**src/rrq_pkg.sv**
```systemverilog
// Package for the round-robin run queue: constants, codes and payload types.
package rrq_pkg;

  // Default number of task IDs accepted.
  localparam int unsigned TASK_COUNT = 64;

  // Ring geometry: 64 slots, one always left free.
  localparam int unsigned RING_DEPTH = 64;
  localparam int unsigned RING_AW    = 6;
  localparam int unsigned ID_W       = 6;

  // Command codes.
  typedef enum logic [2:0] {
    CMD_PICK     = 3'd0,
    CMD_READY    = 3'd1,
    CMD_UNREADY  = 3'd2,
    CMD_BLOCK    = 3'd3,
    CMD_UNBLOCK  = 3'd4,
    CMD_YIELD    = 3'd5,
    CMD_HANDOFF  = 3'd6
  } cmd_e;

  // Status codes.
  typedef enum logic [1:0] {
    STATUS_OK     = 2'd0,
    STATUS_BAD_ID = 2'd1,
    STATUS_FULL   = 2'd2
  } status_e;

  // Input item.
  typedef struct packed {
    logic [2:0]      command;
    logic [7:0]      task_id;
    logic [ID_W-1:0] wait_target;
    logic            wait_target_valid;
  } in_t;

  // Result item.
  typedef struct packed {
    logic [ID_W-1:0]    current_task;
    logic               current_valid;
    logic [1:0]         status;
    logic [ID_W-1:0]    released_target;
    logic               released_valid;
    logic [RING_AW-1:0] queue_count;
  } out_t;

endpackage

```
**src/round_robin_ready_queue_core.sv**
```systemverilog
// Round-robin run queue: ring of ready task IDs, current task and wait targets.
//   Input channel in_valid_i / in_stall_o carries one command item (pick, ready,
//   unready, block, unblock, yield, handoff); output channel out_valid_o /
//   out_stall_i returns exactly one result item per command. An item moves at
//   a clock edge where valid is high and stall is low.
//   One item is worked at a time; in_stall_o stays high until its result has
//   been loaded into the output register. The ring is walked by one sequencer
//   through a single-port memory read, one entry per cycle. Bad ID and unknown
//   commands go straight to the result; pick reads the head entry; ready,
//   unready, block and unblock walk the ring once at most; yield walks it at
//   most once and then picks; handoff walks it at most twice. With the ring at
//   its 63-entry limit the walks are longest; the next command is accepted in
//   the cycle after a result is loaded.
//   A finished result waits in the output register while the receiver stalls;
//   a new command is taken meanwhile, and its result is held back until the
//   previous one has been taken.
//   Reset empties the ring, clears the current task and all wait targets at
//   once; the block accepts a command in the first cycle after reset.
module round_robin_ready_queue_core #(
  parameter int unsigned TASK_COUNT = rrq_pkg::TASK_COUNT
) (
  input  logic          clk_i,
  input  logic          rst_ni,
  input  logic          in_valid_i,
  output logic          in_stall_o,
  input  rrq_pkg::in_t  in_data_i,
  output logic          out_valid_o,
  input  logic          out_stall_i,
  output rrq_pkg::out_t out_data_o
);

  localparam int unsigned WAIT_DEPTH = (TASK_COUNT < rrq_pkg::RING_DEPTH) ?
                                       TASK_COUNT : rrq_pkg::RING_DEPTH;
  localparam int unsigned WAIT_AW    = (WAIT_DEPTH > 1) ? $clog2(WAIT_DEPTH) : 1;

  typedef logic [rrq_pkg::RING_AW-1:0] ptr_t;
  typedef logic [rrq_pkg::ID_W-1:0]    id_t;

  typedef enum logic [7:0] {
    ST_IDLE      = 8'b0000_0001,
    ST_LOAD_ENQ  = 8'b0000_0010,
    ST_ENQ       = 8'b0000_0100,
    ST_LOAD_REM  = 8'b0000_1000,
    ST_REM       = 8'b0001_0000,
    ST_LOAD_PICK = 8'b0010_0000,
    ST_PICK      = 8'b0100_0000,
    ST_OUT       = 8'b1000_0000
  } state_e;

  state_e        state_q, state_d;
  ptr_t          head_q, head_d;
  ptr_t          tail_q, tail_d;
  id_t           run_task_q, run_task_d;
  logic          run_valid_q, run_valid_d;
  logic          out_valid_q, out_valid_d;
  logic [WAIT_DEPTH-1:0] wv_q, wv_d;

  logic [2:0]    cmd_q, cmd_d;
  id_t           id_q, id_d;
  id_t           enq_id_q, enq_id_d;
  ptr_t          rd_ptr_q, rd_ptr_d;
  ptr_t          wr_ptr_q, wr_ptr_d;
  logic [1:0]    status_q, status_d;
  logic          rel_v_q, rel_v_d;
  rrq_pkg::out_t out_q, out_d;

  // Ring memory, one write and one registered read port.
  id_t           ring_q [rrq_pkg::RING_DEPTH];
  id_t           ring_rd_q;
  logic          ring_we;
  ptr_t          ring_waddr;
  id_t           ring_wdata;
  ptr_t          ring_raddr;

  // Wait-target memory; the valid bits live in wv_q.
  id_t           wt_q [WAIT_DEPTH];
  id_t           wt_rd_q;
  logic          wt_we;
  logic          wt_re;
  logic [WAIT_AW-1:0] wt_addr;

  logic          in_acc;
  logic          uses_id;
  logic          id_ok;
  id_t           in_id;
  logic          ring_full;

  assign in_acc    = in_valid_i && !in_stall_o;
  assign in_stall_o = (state_q != ST_IDLE);
  assign in_id     = in_data_i.task_id[rrq_pkg::ID_W-1:0];
  assign wt_addr   = in_data_i.task_id[WAIT_AW-1:0];
  assign ring_full = ((tail_q + ptr_t'(1)) == head_q);

  assign id_ok   = ({1'b0, in_data_i.task_id} < 9'(TASK_COUNT)) &&
                   ({1'b0, in_data_i.task_id} < 9'(rrq_pkg::RING_DEPTH));
  assign uses_id = (in_data_i.command == rrq_pkg::CMD_READY)   ||
                   (in_data_i.command == rrq_pkg::CMD_UNREADY) ||
                   (in_data_i.command == rrq_pkg::CMD_BLOCK)   ||
                   (in_data_i.command == rrq_pkg::CMD_UNBLOCK) ||
                   (in_data_i.command == rrq_pkg::CMD_HANDOFF);

  // Sequencer and datapath next-state logic.
  always_comb begin
    state_d     = state_q;
    head_d      = head_q;
    tail_d      = tail_q;
    run_task_d  = run_task_q;
    run_valid_d = run_valid_q;
    out_valid_d = out_valid_q;
    wv_d        = wv_q;
    cmd_d       = cmd_q;
    id_d        = id_q;
    enq_id_d    = enq_id_q;
    rd_ptr_d    = rd_ptr_q;
    wr_ptr_d    = wr_ptr_q;
    status_d    = status_q;
    rel_v_d     = rel_v_q;
    out_d       = out_q;
    ring_we     = 1'b0;
    ring_waddr  = tail_q;
    ring_wdata  = enq_id_q;
    ring_raddr  = head_q;
    wt_we       = 1'b0;
    wt_re       = 1'b0;

    // Drop the result once the receiver takes it.
    if (out_valid_q && !out_stall_i) begin
      out_valid_d = 1'b0;
    end

    case (state_q)
      ST_IDLE: begin
        if (in_acc) begin
          cmd_d    = in_data_i.command;
          id_d     = in_id;
          status_d = rrq_pkg::STATUS_OK;
          rel_v_d  = 1'b0;
          if (uses_id && !id_ok) begin
            status_d = rrq_pkg::STATUS_BAD_ID;
            state_d  = ST_OUT;
          end else begin
            case (in_data_i.command)
              rrq_pkg::CMD_PICK: begin
                state_d = ST_LOAD_PICK;
              end
              rrq_pkg::CMD_READY: begin
                enq_id_d = in_id;
                state_d  = ST_LOAD_ENQ;
              end
              rrq_pkg::CMD_UNREADY: begin
                state_d = ST_LOAD_REM;
              end
              rrq_pkg::CMD_BLOCK: begin
                wt_we            = 1'b1;
                wv_d[wt_addr]    = in_data_i.wait_target_valid;
                state_d          = ST_LOAD_REM;
              end
              rrq_pkg::CMD_UNBLOCK: begin
                wt_re         = 1'b1;
                rel_v_d       = wv_q[wt_addr];
                wv_d[wt_addr] = 1'b0;
                enq_id_d      = in_id;
                state_d       = ST_LOAD_ENQ;
              end
              rrq_pkg::CMD_YIELD: begin
                enq_id_d = run_task_q;
                state_d  = run_valid_q ? ST_LOAD_ENQ : ST_LOAD_PICK;
              end
              rrq_pkg::CMD_HANDOFF: begin
                enq_id_d = run_task_q;
                state_d  = run_valid_q ? ST_LOAD_ENQ : ST_LOAD_REM;
              end
              default: begin
                state_d = ST_OUT;
              end
            endcase
          end
        end
      end

      // Start a duplicate search at the head.
      ST_LOAD_ENQ: begin
        ring_raddr = head_q;
        rd_ptr_d   = head_q;
        state_d    = ST_ENQ;
      end

      // Walk the ring for a copy; if none is found, append at the tail unless the ring is full.
      ST_ENQ: begin
        ring_raddr = rd_ptr_q + ptr_t'(1);
        if (rd_ptr_q == tail_q || ring_rd_q == enq_id_q) begin
          if (rd_ptr_q == tail_q) begin
            if (ring_full) begin
              status_d = rrq_pkg::STATUS_FULL;
            end else begin
              ring_we    = 1'b1;
              ring_waddr = tail_q;
              ring_wdata = enq_id_q;
              tail_d     = tail_q + ptr_t'(1);
            end
          end
          case (cmd_q)
            rrq_pkg::CMD_YIELD:   state_d = ST_LOAD_PICK;
            rrq_pkg::CMD_HANDOFF: state_d = ST_LOAD_REM;
            default:              state_d = ST_OUT;
          endcase
        end else begin
          rd_ptr_d = rd_ptr_q + ptr_t'(1);
        end
      end

      // Start a compacting pass at the head.
      ST_LOAD_REM: begin
        ring_raddr = head_q;
        rd_ptr_d   = head_q;
        wr_ptr_d   = head_q;
        state_d    = ST_REM;
      end

      // Copy every entry that is not the removed ID down to the write pointer; a handoff then makes the ID current.
      ST_REM: begin
        ring_raddr = rd_ptr_q + ptr_t'(1);
        if (rd_ptr_q == tail_q) begin
          tail_d = wr_ptr_q;
          if (cmd_q == rrq_pkg::CMD_HANDOFF) begin
            run_task_d  = id_q;
            run_valid_d = 1'b1;
          end
          state_d = ST_OUT;
        end else begin
          if (ring_rd_q != id_q) begin
            ring_we    = 1'b1;
            ring_waddr = wr_ptr_q;
            ring_wdata = ring_rd_q;
            wr_ptr_d   = wr_ptr_q + ptr_t'(1);
          end
          rd_ptr_d = rd_ptr_q + ptr_t'(1);
        end
      end

      // Fetch the head entry.
      ST_LOAD_PICK: begin
        ring_raddr = head_q;
        state_d    = ST_PICK;
      end

      // Make the head current, or clear the current task on an empty ring.
      ST_PICK: begin
        if (head_q == tail_q) begin
          run_task_d  = '0;
          run_valid_d = 1'b0;
        end else begin
          run_task_d  = ring_rd_q;
          run_valid_d = 1'b1;
          head_d      = head_q + ptr_t'(1);
        end
        state_d = ST_OUT;
      end

      // Load the result once the output register is free.
      ST_OUT: begin
        if (!out_valid_q || !out_stall_i) begin
          out_d.current_task    = run_valid_q ? run_task_q : '0;
          out_d.current_valid   = run_valid_q;
          out_d.status          = status_q;
          out_d.released_target = rel_v_q ? wt_rd_q : '0;
          out_d.released_valid  = rel_v_q;
          out_d.queue_count     = tail_q - head_q;
          out_valid_d           = 1'b1;
          state_d               = ST_IDLE;
        end
      end

      default: begin
        state_d = ST_IDLE;
      end
    endcase
  end

  // Control registers.
  always_ff @(posedge clk_i or negedge rst_ni) begin
    if (!rst_ni) begin
      state_q     <= ST_IDLE;
      head_q      <= '0;
      tail_q      <= '0;
      run_task_q  <= '0;
      run_valid_q <= 1'b0;
      out_valid_q <= 1'b0;
      wv_q        <= '0;
    end else begin
      state_q     <= state_d;
      head_q      <= head_d;
      tail_q      <= tail_d;
      run_task_q  <= run_task_d;
      run_valid_q <= run_valid_d;
      out_valid_q <= out_valid_d;
      wv_q        <= wv_d;
    end
  end

  // Payload registers.
  always_ff @(posedge clk_i) begin
    cmd_q    <= cmd_d;
    id_q     <= id_d;
    enq_id_q <= enq_id_d;
    rd_ptr_q <= rd_ptr_d;
    wr_ptr_q <= wr_ptr_d;
    status_q <= status_d;
    rel_v_q  <= rel_v_d;
    out_q    <= out_d;
  end

  // Ring memory.
  always_ff @(posedge clk_i) begin
    if (ring_we) begin
      ring_q[ring_waddr] <= ring_wdata;
    end
    ring_rd_q <= ring_q[ring_raddr];
  end

  // Wait-target memory; hold the read data until the next unblock.
  always_ff @(posedge clk_i) begin
    if (wt_we) begin
      wt_q[wt_addr] <= in_data_i.wait_target;
    end
    if (wt_re) begin
      wt_rd_q <= wt_q[wt_addr];
    end
  end

  assign out_valid_o = out_valid_q;
  assign out_data_o  = out_q;

endmodule

```
**config.mk**
```make
export PLATFORM = sky130hd
export DESIGN_NAME = round_robin_ready_queue_core
export DESIGN_NICKNAME = d
export VERILOG_FILES = /design/src/rrq_pkg.sv /design/src/round_robin_ready_queue_core.sv
export SDC_FILE = /design/constraint.sdc
export NUM_CORES = 1
export LEC_CHECK = 0
export BUFFER_PORTS_ARGS = -buffer_cell sky130_fd_sc_hd__buf_4
export CAP_MARGIN = 20
export CORE_UTILIZATION = 45
export DETAILED_ROUTE_END_ITERATION = 8
export PLACE_DENSITY = 0.71
export SYNTH_ARGS = -nofsm -noshare
export SYNTH_HDL_FRONTEND = slang
export SYNTH_SLANG_ARGS = --single-unit
```
**constraint.sdc**
```tcl
create_clock -name clk_i -period 3.7 [get_ports clk_i]
set_clock_uncertainty 0.05 [all_clocks]
set_input_delay 0.555 -clock clk_i [delete_from_list [all_inputs] [get_ports clk_i]]
set_output_delay 0.555 -clock clk_i [all_outputs]
set_load 0.05 [all_outputs]
```
# Yosys cells after proc, flatten, opt, wreduce, memory -nomap -nowiden
# Memory sizes are Yosys's and may differ from the RTL's. A register that Yosys moved wholly into a read port is not among the register bits.
# Index checks and enable logic that the tools add are counted.
[op_classes]
n_reduce_logical = 39
n_eq_ne = 33
n_bitwise = 5
n_lt_le_gt_ge = 3
mux = 70
addsub = 5
[ops]
columns = ["op", "count"]
rows = [
  ["64-bit case mux with 2 select lines", 1],
  ["6-bit 2-to-1 mux", 19],
  ["64-bit AND", 1],
  ["64-bit bitwise mux", 1],
  ["64-bit NOT", 1],
  ["8-bit case mux with 8 select lines", 1],
  ["6-bit case mux with 2 select lines", 4],
  ["8-bit 2-to-1 mux", 5],
  ["8-bit case mux with 5 select lines", 1],
  ["1-bit 2-to-1 mux", 26],
  ["6-bit by 1-bit adder with 6-bit output, second input constant", 4],
  ["6-bit equality test", 4],
  ["2-bit != test, second input constant", 11],
  ["6-bit case mux with 3 select lines", 1],
  ["8-bit case mux with 2 select lines", 1],
  ["3-bit equality test, second input constant", 5],
  ["4-bit AND reduction", 3],
  ["2-bit nonzero test", 6],
  ["2-bit OR reduction", 6],
  ["5-bit AND reduction", 2],
  ["3-bit AND reduction", 3],
  ["8-bit by 1-bit equality test with 1-bit output, second input constant", 1],
  ["8-bit by 2-bit equality test with 1-bit output, second input constant", 1],
  ["8-bit by 3-bit equality test with 1-bit output, second input constant", 1],
  ["26 further kinds", 46],
]
[word_totals]
ram_bits = 768
word_cells = 177
regBits = 144
n_memories = 2
[memory_table]
columns = ["memory", "depth", "width", "read_ports", "rd_clocked_by_memory_dff", "write_ports", "line_no", "source"]
rows = [
  ["ring_q", 64, 6, 1, 1, 1, "round_robin_ready_queue_core.sv:68", "id_t ring_q [rrq_pkg::RING_DEPTH];"],
  ["wt_q", 64, 6, 1, 1, 1, "round_robin_ready_queue_core.sv:76", "id_t wt_q [WAIT_DEPTH];"],
]

# Depth between registers and ports, before layout
# Gate-level depths: netlist of run 1.
[logic_depth]
depth_word = 11
depth_mapped = 13
depth_no_buf = 9

# Worst setup path before layout of run 1
# OpenSTA, ideal clock, no wires.
[synth_timing]
path_kind = "register -> register"
from = "reg tail_q[2]"
to = "mem ring_q[16][0] (netlist name), enable pin"
n_path_buf = 3
t_arrival_ps = 3022
slack_ps = 251
path_stages_with_launch = 11
setup_ps = 377
cell_sequence = "dfrtp_1 clkbuf_1 xnor2_1 nand4_1 nor3_1 a311o_1 clkbuf_1 clkbuf_1 nor3b_1 o21ai_1 nor3_1"
[synth_between]
elab_chain_len = 8
[synth_rtl]
columns = ["item", "line_no", "source"]
rows = [
  ["start: declaration", "round_robin_ready_queue_core.sv:52", "ptr_t tail_q, tail_d;"],
  ["start signal: assignment", "round_robin_ready_queue_core.sv:293", "tail_q <= tail_d;"],
  ["6-bit by 1-bit adder with 6-bit output", "round_robin_ready_queue_core.sv:92", "assign ring_full = ((tail_q + ptr_t'(1)) == head_q);"],
  ["6-bit equality test", "round_robin_ready_queue_core.sv:92", ""],
  ["1-bit 2-to-1 mux", "round_robin_ready_queue_core.sv:193", "if (ring_full) begin"],
  ["1-bit 2-to-1 mux", "round_robin_ready_queue_core.sv:192", "if (rd_ptr_q == tail_q) begin"],
  ["1-bit 2-to-1 mux", "round_robin_ready_queue_core.sv:191", "if (rd_ptr_q == tail_q || ring_rd_q == enq_id_q) begin"],
  ["1-bit case mux with 2 select lines", "round_robin_ready_queue_core.sv:131", "case (state_q)"],
  ["1-bit 2-to-1 mux", "round_robin_ready_queue_core.sv:315", "if (ring_we) begin"],
  ["1-bit 2-to-1 mux (implied by the code)", "round_robin_ready_queue_core.sv:316", "ring_q[ring_waddr] <= ring_wdata;"],
  ["end: declaration", "round_robin_ready_queue_core.sv:68", ""],
]
# Parallel ways exist; a longest one is shown, timed or not.

# Worst setup path in the final report of run 1
[layout_timing]
from = "reg state_q[1]"
to = "mem ring_q[56][5] (netlist name), enable pin"
[layout_between]
elab_chain_len = 4
[layout_rtl]
columns = ["item", "line_no", "source"]
rows = [
  ["start: declaration", "round_robin_ready_queue_core.sv:50", "state_e state_q, state_d;"],
  ["start signal: assignment", "round_robin_ready_queue_core.sv:291", "state_q <= state_d;"],
  ["8-bit by 5-bit equality test with 1-bit output / 8-bit by 3-bit equality test with 1-bit output (equally long branches)", "round_robin_ready_queue_core.sv:131", ""],
  ["1-bit case mux with 2 select lines", "round_robin_ready_queue_core.sv:131", ""],
  ["1-bit 2-to-1 mux", "round_robin_ready_queue_core.sv:315", ""],
  ["1-bit 2-to-1 mux (implied by the code)", "round_robin_ready_queue_core.sv:316", ""],
]
# Parallel ways exist; a longest one is shown, timed or not.

==> impl_metrics.json, run 1 <==
{
  "cts-buffers-inserted": 89,
  "final_worst_slack_ns": -0.01362,
  "synth_enable_flop_cells": 826,
  "ys_async_sr_fraction_pct": 9.957,
  "portion_of_the_post_synthesis_area_used_by_sequential_elements_pct": 72.90,
  "clock-root-buffer": "sky130_fd_sc_hd__clkbuf_16",
  "timing.rr.end": "ring_q[56][5]$_DFFE_PP_",
  "worst_slew_margin_rel_pct": 31.53,
  "area_growth_syn_to_layout_pct": 14.31,
  "ir_drop_mv": 0.4136,
  "worstMarginPinSlew_ns": 1.027,
  "setup_violations": 6,
  "worstPathArrival_ns": 3.96,
  "die_width_um": 290.1,
  "tot_pwr_w": 0.02263,
  "synthCells": 2639,
  "yosys.cell_count.top_type": "sky130_fd_sc_hd__edfxtp_1",
  "clkLatencyLatePin_ns": 0.66,
  "timing.setup.tns_ns": -0.07126,
  "io_pins": 46,
  "timing.final.crit_period_ns": 3.714,
  "wl_per_cell_um": 24.93,
  "synth.net_count": 2671,
  "fin_cells": 3871,
  "violations": "setup timing",
  "crit_path_max_fanout": 11,
  "grtUsageTotal_pct": 22.51,
  "vias_in_the_first_global_route": 23287,
  "crit_required_ns": 3.95,
  "drt_drc_violations_left": 0,
  "number_of_port_buffers": 45,
  "critical_path.startpoint_type": "flop",
  "hold-worst-slack_ns": 0.1224,
  "final_min_period_over_clock_period_pct": 100.4,
  "most_frequently_used_flop_master_after_synthesis": "sky130_fd_sc_hd__edfxtp_1",
  "critical_path.endpoint_type": "flop",
  "regToRegStartpoint": "state_q[1]$_DFFE_PN0P_",
  "utilization_pct": 52.00,
  "global_route_wire_length_before_repair_mm": 144.8,
  "detailedRoute.firstIterationViolations": 2805,
  "fmax_ghz": 0.2693,
  "worstRegToRegCells": 7,
  "synth_commonest_cells": "sky130_fd_sc_hd__edfxtp_1 (826), sky130_fd_sc_hd__nand2_1 (296), sky130_fd_sc_hd__clkbuf_1 (145)",
  "pin_count_of_the_biggest_net_entering_global_routing": 96,
  "initial_utilization_pct": 45.49,
  "path_clk_slew_ns": 0.06,
  "drive_above_1_share_pct": 13.85,
  "ys_warn_count": 0,
  "final_hold_viol_count": 0,
  "htree_num_levels": 3,
  "antenna_found_initial": 0,
  "netlist_top_cells_area": "sky130_fd_sc_hd__edfxtp_1 (66%), sky130_fd_sc_hd__dfrtp_1 (6.1%), sky130_fd_sc_hd__nand2_1 (3.0%)",
  "place_hpwl_mm": 59.32,
  "gp_congestion": 0.9269,
  "die_outline_area_um2": 84160,
  "detail_route.first_pass.iterations": 6,
  "fin_nets": 2760,
  "tritoncts": "done",
  "max_cap_viol_count": 0,
  "power.leakage_nw": 14.20,
  "syn_area_per_cell_um2": 14.15,
  "grt_setup_unrepaired": "yes",
  "holdPathStages": 3,
  "detail-route-antenna-nets": 0,
  "ff2ff_setup_slack_ns": -0.01,
  "netlist.area_leader.share_pct": 66.41,
  "clock-sinks": 924,
  "powerDensity_nw_per_um2": 530.0,
  "post_drt_via_cell_ratio": 6.208,
  "dp.cells": 3703,
  "post_synth_instance_area_um2": 37350,
  "criticalPathCategory": "reg2reg",
  "post_synth_num_cell_types": 71,
  "placeableCoreArea_um2": 82110,
  "synthDominantAreaCellType": "sky130_fd_sc_hd__edfxtp_1",
  "core.rowCount": 105,
  "vias": 24032,
  "synth_seq_cells": 924,
  "timing_max_transition_violations_final": 0,
  "cts_max_path_buffers": 3,
  "antenna-diode-count": 0,
  "globalRoute.totalOverflow": 0,
  "worst_hold_path_type": "in2reg",
  "die-height_um": 290.1,
  "total_wirelength_mm": 96.49,
  "outcome": "finished, violations left",
  "worst_hold_path.endpoint": "out_valid_o$_DFF_PN0_",
  "hold_path_startpoint": "out_stall_i"
}
-- flip-flops by register name, indices dropped and copies added, names as in the netlist --
register and count:
id_q 6, cmd_q 3, out_data_o 22, run_valid_q 1, wt_rd_q 6, wt_q 384, state_q 8, ring_rd_q 6
out_valid_o 1, head_q 6, run_task_q 6, tail_q 6, wv_q 64, ring_q 384, rel_v_q 1, wr_ptr_q 6
status_q 2, rd_ptr_q 6, enq_id_q 6
-- power by group --
part	leakage, nW	switching [W]	internal [W]
Sequential	8.78	0.000146	0.0116
Combinational	3.95	0.00108	0.000461
Clock	1.48	0.00398	0.00539
Total	14.2	0.00520	0.0174
-- logic make-up after synthesis --
group,share of synthesized area [%]
buffers and inverters,2.301
and+or+nand+nor,9.152
AOI/OAI and AO/OA,12.75
xor gates and xnor gates,1.172
DFF,72.90
adders and majority gates,0.3551
muxes,1.373
-- placed cells by master (no fill, tap or decap), drive strengths merged, types with 6 or more instances in the layout --
master   instances
nor4            17
buf            181
mux2i           34
a21o             8
a22oi          118
xnor2           31
a32oi            7
and2            16
clkbuf         107
o31ai           69
dfrtp           91
o22ai           15
inv             21
edfxtp         826
nor2           130
nor3b            7
dfxtp            6
nor3            41
and3            58
mux2            15
nand2b          14
nand3b          11
or4              7
a2111oi          7
nand2          296
ha               9
bufinv          11
or3b             9
a21oi           46
xor2            19
a31oi          108
a22o            57
clkinv          38
a311oi           7
o221ai           6
a221oi          56
nand3           92
a211oi          51
nand4b           6
o21ai          111
-- metal layers --
metal  routed length (um)  vias to the layer above  track usage, %
li1                     -                    10517               -
met1                38680                    11941           31.00
met2                45870                     1361           36.21
met3                 8644                      213           3.378
met4                 3287                        0           8.614
met5                    0                        -               0
-- repair_timing --
action	in CTS	in global routing
setup endpoints to repair	6	138
buffers inserted	0	2
endpoints found under the hold margin	60	0
pin swaps	0	2
gates resized for setup	4	25
hold buffers	1	0
-- per-stage QoR --
stage / setup slack [ns] / cell area, um2
after CTS: 0.01894 / 42550
after floorplan: 0.2506 / 37350
after global placement: -0.2448 / 39490
final: -0.01362 / 42700
after global routing: -0.08899 / 42700
after detailed placement: -0.2705 / 39490
-- final cells by class --
type                       count  area [um2]
fill                        6623       39410
sequential                   924       27230
multi-input combinational   1513        9439
clock buffer                 106        2372
timing repair buffer         183        1598
tap                         1070        1339
clock inverter                58       656.9
inverter                      17       63.81
-- worst max path at each step --
stage	cells past startpoint	from	slack (ns)	end
after global routing	7	state_q[1]$_DFFE_PN0P_	-0.09	ring_q[56][1]$_DFFE_PP_
final	7	state_q[1]$_DFFE_PN0P_	-0.01	ring_q[56][5]$_DFFE_PP_
after CTS	9	state_q[1]$_DFFE_PN0P_	0.02	ring_rd_q[0]$_DFF_P_
after global placement	9	state_q[1]$_DFFE_PN0P_	-0.24	ring_rd_q[5]$_DFF_P_
after floorplan	10	tail_q[2]$_DFFE_PN0P_	0.25	ring_q[16][0]$_DFFE_PP_
after detailed placement	10	state_q[1]$_DFFE_PN0P_	-0.27	ring_rd_q[5]$_DFF_P_
-- critical path, cell delays in order (launching register included) --
cell	delay, ns
sky130_fd_sc_hd__dfrtp_1	0.44
sky130_fd_sc_hd__nor4_1	0.45
sky130_fd_sc_hd__nand4b_1	0.19
sky130_fd_sc_hd__a311o_1	0.45
sky130_fd_sc_hd__buf_4	0.23
sky130_fd_sc_hd__o21ai_0	0.53
sky130_fd_sc_hd__nand2_1	0.45
sky130_fd_sc_hd__nor2_1	0.55
No activity file was read; power rests on OpenSTA's default activity.
==> inputs of run 2 (changes only) <==
Settings changed: CORE_UTILIZATION 45 to 30, HOLD_SLACK_MARGIN set to 0.08, PLACE_DENSITY 0.71 to 0.54.
==> impl_metrics.json, run 2 (synthesis results as in run 1) <==
{
  "initial_utilization_pct": 30.21,
  "cts-buffers-inserted": 94,
  "place_ws_ns": -0.005503,
  "m1WireLength_mm": 46.72,
  "die-height_um": 354.8,
  "outcome": "completed",
  "timing_max_transition_violations_final": 0,
  "fin_nets": 2855,
  "final_worst_slack_ns": 0.1389,
  "ir_drop_mv": 0.3554,
  "globalRoute.totalOverflow": 0,
  "tritoncts": "done",
  "grtUsageTotal_pct": 16.30,
  "path_clk_slew_ns": 0.06,
  "worst_hold_path_type": "in2reg",
  "critical_path_top_delay_cell": "sky130_fd_sc_hd__or4_4",
  "drive_above_1_share_pct": 16.03,
  "io_pins": 46,
  "final_min_period_over_clock_period_pct": 96.25,
  "post_drt_via_cell_ratio": 5.175,
  "top_layer_reached_by_signal_wires": "met4",
  "power.leakage_nw": 14.70,
  "detail-route-antenna-nets": 0,
  "global_route_wire_length_before_repair_mm": 154.8,
  "detailedRoute.firstIterationViolations": 2240,
  "htree_num_levels": 3,
  "die_width_um": 354.8,
  "hold-worst-slack_ns": 0.1255,
  "crit_required_ns": 4.24,
  "gp_congestion": 0.8822,
  "pwr-share-seq_pct": 51.3,
  "regToRegStartpoint": "state_q[1]$_DFFE_PN0P_",
  "met2RoutedLength_mm": 49.26,
  "power.combinational.fraction_pct": 6.9,
  "hold_path_startpoint": "in_data_i[16]",
  "vias_in_the_first_global_route": 22992,
  "worstPathArrival_ns": 4.10,
  "pin_count_of_the_biggest_net_entering_global_routing": 65,
  "timing.setup.tns_ns": 0,
  "final_hold_viol_count": 0,
  "total_wirelength_mm": 104.4,
  "place_hpwl_mm": 65.42,
  "utilization_pct": 35.65,
  "timing.critical_path.cells": "or4_4, nor3_4, buf_4, mux2i_4, buf_12, a211oi_1, o21ai_0, o221ai_1, or3b_1, o22ai_1",
  "clock_power_share_pct": 41.8,
  "p_switching_w": 0.005409,
  "cts_max_path_buffers": 3,
  "antenna_found_initial": 1,
  "drt_drc_violations_left": 0,
  "clock-sinks": 924,
  "worst_slew_margin_rel_pct": 42.09,
  "route.met3.wl_mm": 5.709,
  "die_outline_area_um2": 125900,
  "wl_per_cell_um": 23.00,
  "critical_path.startpoint_type": "flop",
  "crit_start": "state_q[1]$_DFFE_PN0P_",
  "clkLatencyLatePin_ns": 0.69,
  "criticalPathCategory": "reg2reg",
  "critical_path.endpoint_type": "flop",
  "switching_share_pct": 23.67,
  "final_common_cell": "sky130_fd_sc_hd__edfxtp_1",
  "cts_setup_buffers": 0,
  "mostFrequentLayoutCells": "sky130_fd_sc_hd__edfxtp_1 (826), sky130_fd_sc_hd__nand2_1 (291), sky130_fd_sc_hd__buf_4 (256)",
  "cp_peak_stage_delay_ns": 0.60,
  "worstMarginPinSlew_ns": 0.8663,
  "largestRegisters": "ring_q: 384 flops, wt_q: 384 flops, wv_q: 64 flops",
  "clock-root-buffer": "sky130_fd_sc_hd__clkbuf_16",
  "fin_cells": 4538,
  "area_growth_syn_to_layout_pct": 18.01,
  "dp.cells": 4362,
  "fillers": 12034,
  "timing.final.crit_period_ns": 3.561,
  "core.rowCount": 129,
  "detail_route.first_pass.iterations": 7,
  "placeableCoreArea_um2": 123600,
  "vias": 23485,
  "grt_setup_unrepaired": "yes",
  "intPower_w": 0.01744,
  "powerDensity_nw_per_um2": 518.4,
  "max_cap_viol_count": 0,
  "fmax_ghz": 0.2808,
  "crit_path_max_fanout": 60,
  "number_of_port_buffers": 45,
  "setup_violations": 0
}
==> run 2: through the flow <==
stage	power (W)	cell area, um2
finish	0.02285	44080
global route	0.02353	44080
CTS	0.02306	44040
detailed placement	0.01351	40910
global placement	0.01350	40910
floorplan	0.01278	37350
==> run 2: area by class of cell <==
class                      count  area [um2]  share of cell area [%]
antenna                        1       2.502                0.005677
tap                         1637        2048                   4.647
clock buffer                 111        2426                   5.504
timing repair buffer         273        2252                   5.110
inverter                      17       63.81                  0.1448
multi-input combinational   1513        9364                   21.25
clock inverter                62       691.9                   1.570
sequential                   924       27230                   61.77
==> run 2: critical path, delay by kind of cell (launching register included) <==
kind / cells / cell delay, ns
muxes: 1 / 0.30
DFF: 1 / 0.43
and+or+nand+nor: 3 / 1.29
AOI/OAI and AO/OA: 4 / 0.85
buffers and inverters: 2 / 0.52
==> run 2: worst paths after layout <==
check | end | slack [ns] | depth (start not counted)
worst max-delay path | ring_rd_q[2]$_DFF_P_ | 0.14 | 10
worst min-delay path | cmd_q[1]$_DFFE_PP_ | 0.13 | 1
worst max register to register | ring_rd_q[2]$_DFF_P_ | 0.14 | 10
worst min register to register | out_data_o[13]$_DFFE_PP_ | 0.37 | 0
max in group asynchronous | run_task_q[5]$_DFFE_PN0P_ | 2.34 | 3
min in group asynchronous | wv_q[20]$_DFFE_PN0P_ | 0.43 | 2
==> run 2: power by group through the flow <==
| stage | Sequential (W) | Combinational (W) | Clock [W] |
|---|---|---|---|
| after floorplan | 0.0119 | 0.000843 | 0 |
| after global placement | 0.0119 | 0.00157 | 0 |
| after detailed placement | 0.0119 | 0.00158 | 0 |
| after CTS | 0.0117 | 0.00158 | 0.00975 |
| after global routing | 0.0117 | 0.00169 | 0.0101 |
| final | 0.0117 | 0.00157 | 0.00956 |
==> run 2: per-layer routing <==
metal  vias to the layer above  track usage, %
met4                         0           5.043
met5                         -               0
met2                       772           26.13
li1                      10708               -
met1                     11855           22.69
met3                       150           2.523
==> run 2: repair_timing <==
item                                    4_1_cts  5_1_grt
endpoints found under the setup margin        1       71
hold buffers                                  1        0
hold endpoints to repair                     56        0
gates resized for setup                       1        9
==> inputs of run 3 (changes only) <==
Settings changed: ABC_AREA set to 1.
==> impl_metrics.json, run 3 <==
{
  "detailedRoute.firstIterationViolations": 2441,
  "critical_path.endpoint_type": "flop",
  "netlist.area_leader.share_pct": 62.65,
  "grt_setup_unrepaired": "no",
  "synthDominantAreaCellType": "sky130_fd_sc_hd__edfxtp_1",
  "detail-route-antenna-nets": 0,
  "worst_slew_margin_rel_pct": 29.15,
  "place_hpwl_mm": 65.47,
  "initial_utilization_pct": 30.42,
  "dpl-instance-area_um2": 43040,
  "vias_in_the_first_global_route": 25817,
  "antenna_found_initial": 3,
  "timing.final.crit_period_ns": 3.381,
  "setup_violations": 0,
  "syn_area_per_cell_um2": 11.73,
  "synth_enable_flop_cells": 826,
  "crit_path_max_fanout": 120,
  "number_of_port_buffers": 45,
  "synth_seq_cells": 924,
  "criticalPathCategory": "reg2reg",
  "die-height_um": 365.3,
  "ir_drop_mv": 0.4391,
  "outcome": "completed",
  "die_outline_area_um2": 133400,
  "pin_count_of_the_biggest_net_entering_global_routing": 157,
  "cts_setup_buffers": 0,
  "clock_power_share_pct": 39.8,
  "pwr-share-seq_pct": 50.2,
  "antenna-diode-count": 0,
  "portion_of_the_post_synthesis_area_used_by_sequential_elements_pct": 68.77,
  "area_growth_syn_to_layout_pct": 16.50,
  "netlist_top_cells_area": "sky130_fd_sc_hd__edfxtp_1 (63%), sky130_fd_sc_hd__dfrtp_1 (5.8%), sky130_fd_sc_hd__nand2_1 (5.7%)",
  "synth.net_count": 3407,
  "final_hold_viol_count": 0,
  "timing_max_transition_violations_final": 0,
  "clock-sinks": 924,
  "post_synth_instance_area_um2": 39590,
  "postLayoutCellArea_um2": 46130,
  "grtUsageMet1_pct": 21.16,
  "groute.layer.met3.usage_pct": 2.839,
  "fmax_ghz": 0.2958,
  "area_share_of_and_or_nand_nor_cells_after_synthesis_pct": 17.77,
  "mostFrequentLayoutCells": "sky130_fd_sc_hd__edfxtp_1 (826), sky130_fd_sc_hd__nand2_1 (599), sky130_fd_sc_hd__nand3_1 (430)",
  "max_cap_viol_count": 0,
  "synthCells": 3375,
  "post_drt_via_cell_ratio": 4.905,
  "io_pins": 46,
  "core.rowCount": 132,
  "htree_num_levels": 3,
  "drive_above_1_share_pct": 12.39,
  "intPower_w": 0.01761,
  "post_synthesis_compound_gate_area_fraction_pct": 5.723,
  "cts-buffers-inserted": 93,
  "synth_xor_area_share_pct": 0.6858,
  "crit_required_ns": 4.20,
  "worstMarginPinSlew_ns": 1.059,
  "cts_hold_buf": 8,
  "die_width_um": 365.3,
  "vias": 26079,
  "post_synth_num_cell_types": 56,
  "grtUsageMet2_pct": 26.20,
  "total_wirelength_mm": 106.0,
  "synthAdderAreaFrac_pct": 0.3350,
  "critical_path.startpoint_type": "flop",
  "cts_max_path_buffers": 3,
  "path_clk_slew_ns": 0.06,
  "switching_share_pct": 25.21,
  "power.leakage_nw": 17.37,
  "largestRegisters": "ring_q: 384 flops, wt_q: 384 flops, wv_q: 64 flops",
  "clkLatencyLatePin_ns": 0.70,
  "powerDensity_nw_per_um2": 510.5,
  "tritoncts": "done",
  "worst_hold_path_type": "in2reg",
  "gp_congestion": 0.8207,
  "synth_top_family_by_area": "simple AND/OR/NAND/NOR gates",
  "detail_route.first_pass.iterations": 6,
  "globalRoute.totalOverflow": 0,
  "fin_nets": 3527,
  "p_switching_w": 0.005936,
  "synth_commonest_cells": "sky130_fd_sc_hd__edfxtp_1 (826), sky130_fd_sc_hd__nand2_1 (602), sky130_fd_sc_hd__nand3_1 (431)",
  "cts_resized": 0,
  "drt_drc_violations_left": 0,
  "global_route_wire_length_before_repair_mm": 160.7,
  "hold-worst-slack_ns": 0.1497,
  "grtUsageTotal_pct": 15.85,
  "worstPathArrival_ns": 3.89,
  "synthMuxAreaShare_pct": 0.9544,
  "placeableCoreArea_um2": 130100,
  "final_common_cell": "sky130_fd_sc_hd__edfxtp_1",
  "most_frequently_used_flop_master_after_synthesis": "sky130_fd_sc_hd__edfxtp_1",
  "final_min_period_over_clock_period_pct": 91.37,
  "ys_warn_count": 0,
  "grt_busiest_layer": "met2",
  "clock-root-buffer": "sky130_fd_sc_hd__clkbuf_16",
  "wl_per_cell_um": 19.93,
  "ys_async_sr_fraction_pct": 9.957,
  "power.combinational.fraction_pct": 10.0,
  "yosys.cell_count.top_type": "sky130_fd_sc_hd__edfxtp_1"
}
==> run 3: critical path: stages (launching register included) <==
cell	delay, ns
sky130_fd_sc_hd__dfrtp_1	0.39
sky130_fd_sc_hd__inv_2	0.06
sky130_fd_sc_hd__nand2_1	0.09
sky130_fd_sc_hd__nor2_2	0.19
sky130_fd_sc_hd__nand2_2	0.18
sky130_fd_sc_hd__nand2_2	0.15
sky130_fd_sc_hd__buf_4	0.23
sky130_fd_sc_hd__nand2_4	0.17
sky130_fd_sc_hd__nand2_4	0.14
sky130_fd_sc_hd__buf_12	0.40
sky130_fd_sc_hd__nand2_1	0.18
sky130_fd_sc_hd__nand3_1	0.11
sky130_fd_sc_hd__nand3_1	0.11
sky130_fd_sc_hd__nand3_1	0.11
sky130_fd_sc_hd__nand3_1	0.15
sky130_fd_sc_hd__nand3_1	0.26
sky130_fd_sc_hd__nand2_1	0.15
==> run 3: kinds of logic (layout without fill, tap and decap cells) <==
family	count (synthesis)	in the layout
compound gates	321	321
xor+xnor	31	31
fa+ha+maj	10	10
buf+inv	572	772
flops	924	924
mux	37	37
simple gates	1480	1480
==> run 3: final cells by class <==
type                            instances  area [um2]
Clock buffer                          124        2495
Fill cell                           12905       84020
Inverter                              372        1396
Clock inverter                         51       509.2
Timing Repair Buffer                  225        2059
Tap cell                             1742        2180
Multi-Input combinational cell       1879       10260
Sequential cell                       924       27230
==> run 3: path summary, 6_finish.rpt <==
kind	startpoint	to	slack, ns	cells after the start
min in group asynchronous	rst_ni	head_q[3]$_DFFE_PN0P_	0.34	2
setup / recovery	state_q[6]$_DFFE_PN0P_	ring_rd_q[2]$_DFF_P_	0.32	16
hold / removal	in_data_i[10]	id_q[3]$_DFFE_PP_	0.15	1
hold reg to reg	status_q[1]$_SDFFCE_PN1P_	out_data_o[14]$_DFFE_PP_	0.38	0
setup reg to reg	state_q[6]$_DFFE_PN0P_	ring_rd_q[2]$_DFF_P_	0.32	16
max in group asynchronous	rst_ni	wv_q[4]$_DFFE_PN0P_	2.48	3
==> run 3: through the flow <==
step           util [%]  setup TNS [ns]  std cells  setup slack (ns)  power [W]
2_1_floorplan         -         -395.76       3375            -1.031    0.01344
3_3_place_gp      33.04               0       5132            0.4383    0.01439
3_5_place_dp      33.07               0       5134            0.4293    0.01440
4_1_cts           35.44               0       5317            0.4009    0.02377
5_1_grt           35.44               0       5317            0.1592    0.02438
6_report          35.44               0       5317            0.3191    0.02355
==> run 3: power by group through the flow <==
stage                     registers [W]  logic (W)  clock network [W]
after floorplan                  0.0121    0.00131                  0
after global placement           0.0120    0.00237                  0
after detailed placement         0.0120    0.00237                  0
after CTS                        0.0118    0.00239            0.00957
after global routing             0.0118    0.00259            0.00996
final                            0.0118    0.00236            0.00937
==> run 3: per-layer routing <==
layer  vias to the layer above  part of all wire, %
met3                       180                  5.5
met2                       748                   48
met1                     12894                   44
met4                         6                  2.7
li1                      12251                    -
met5                         -                0.032
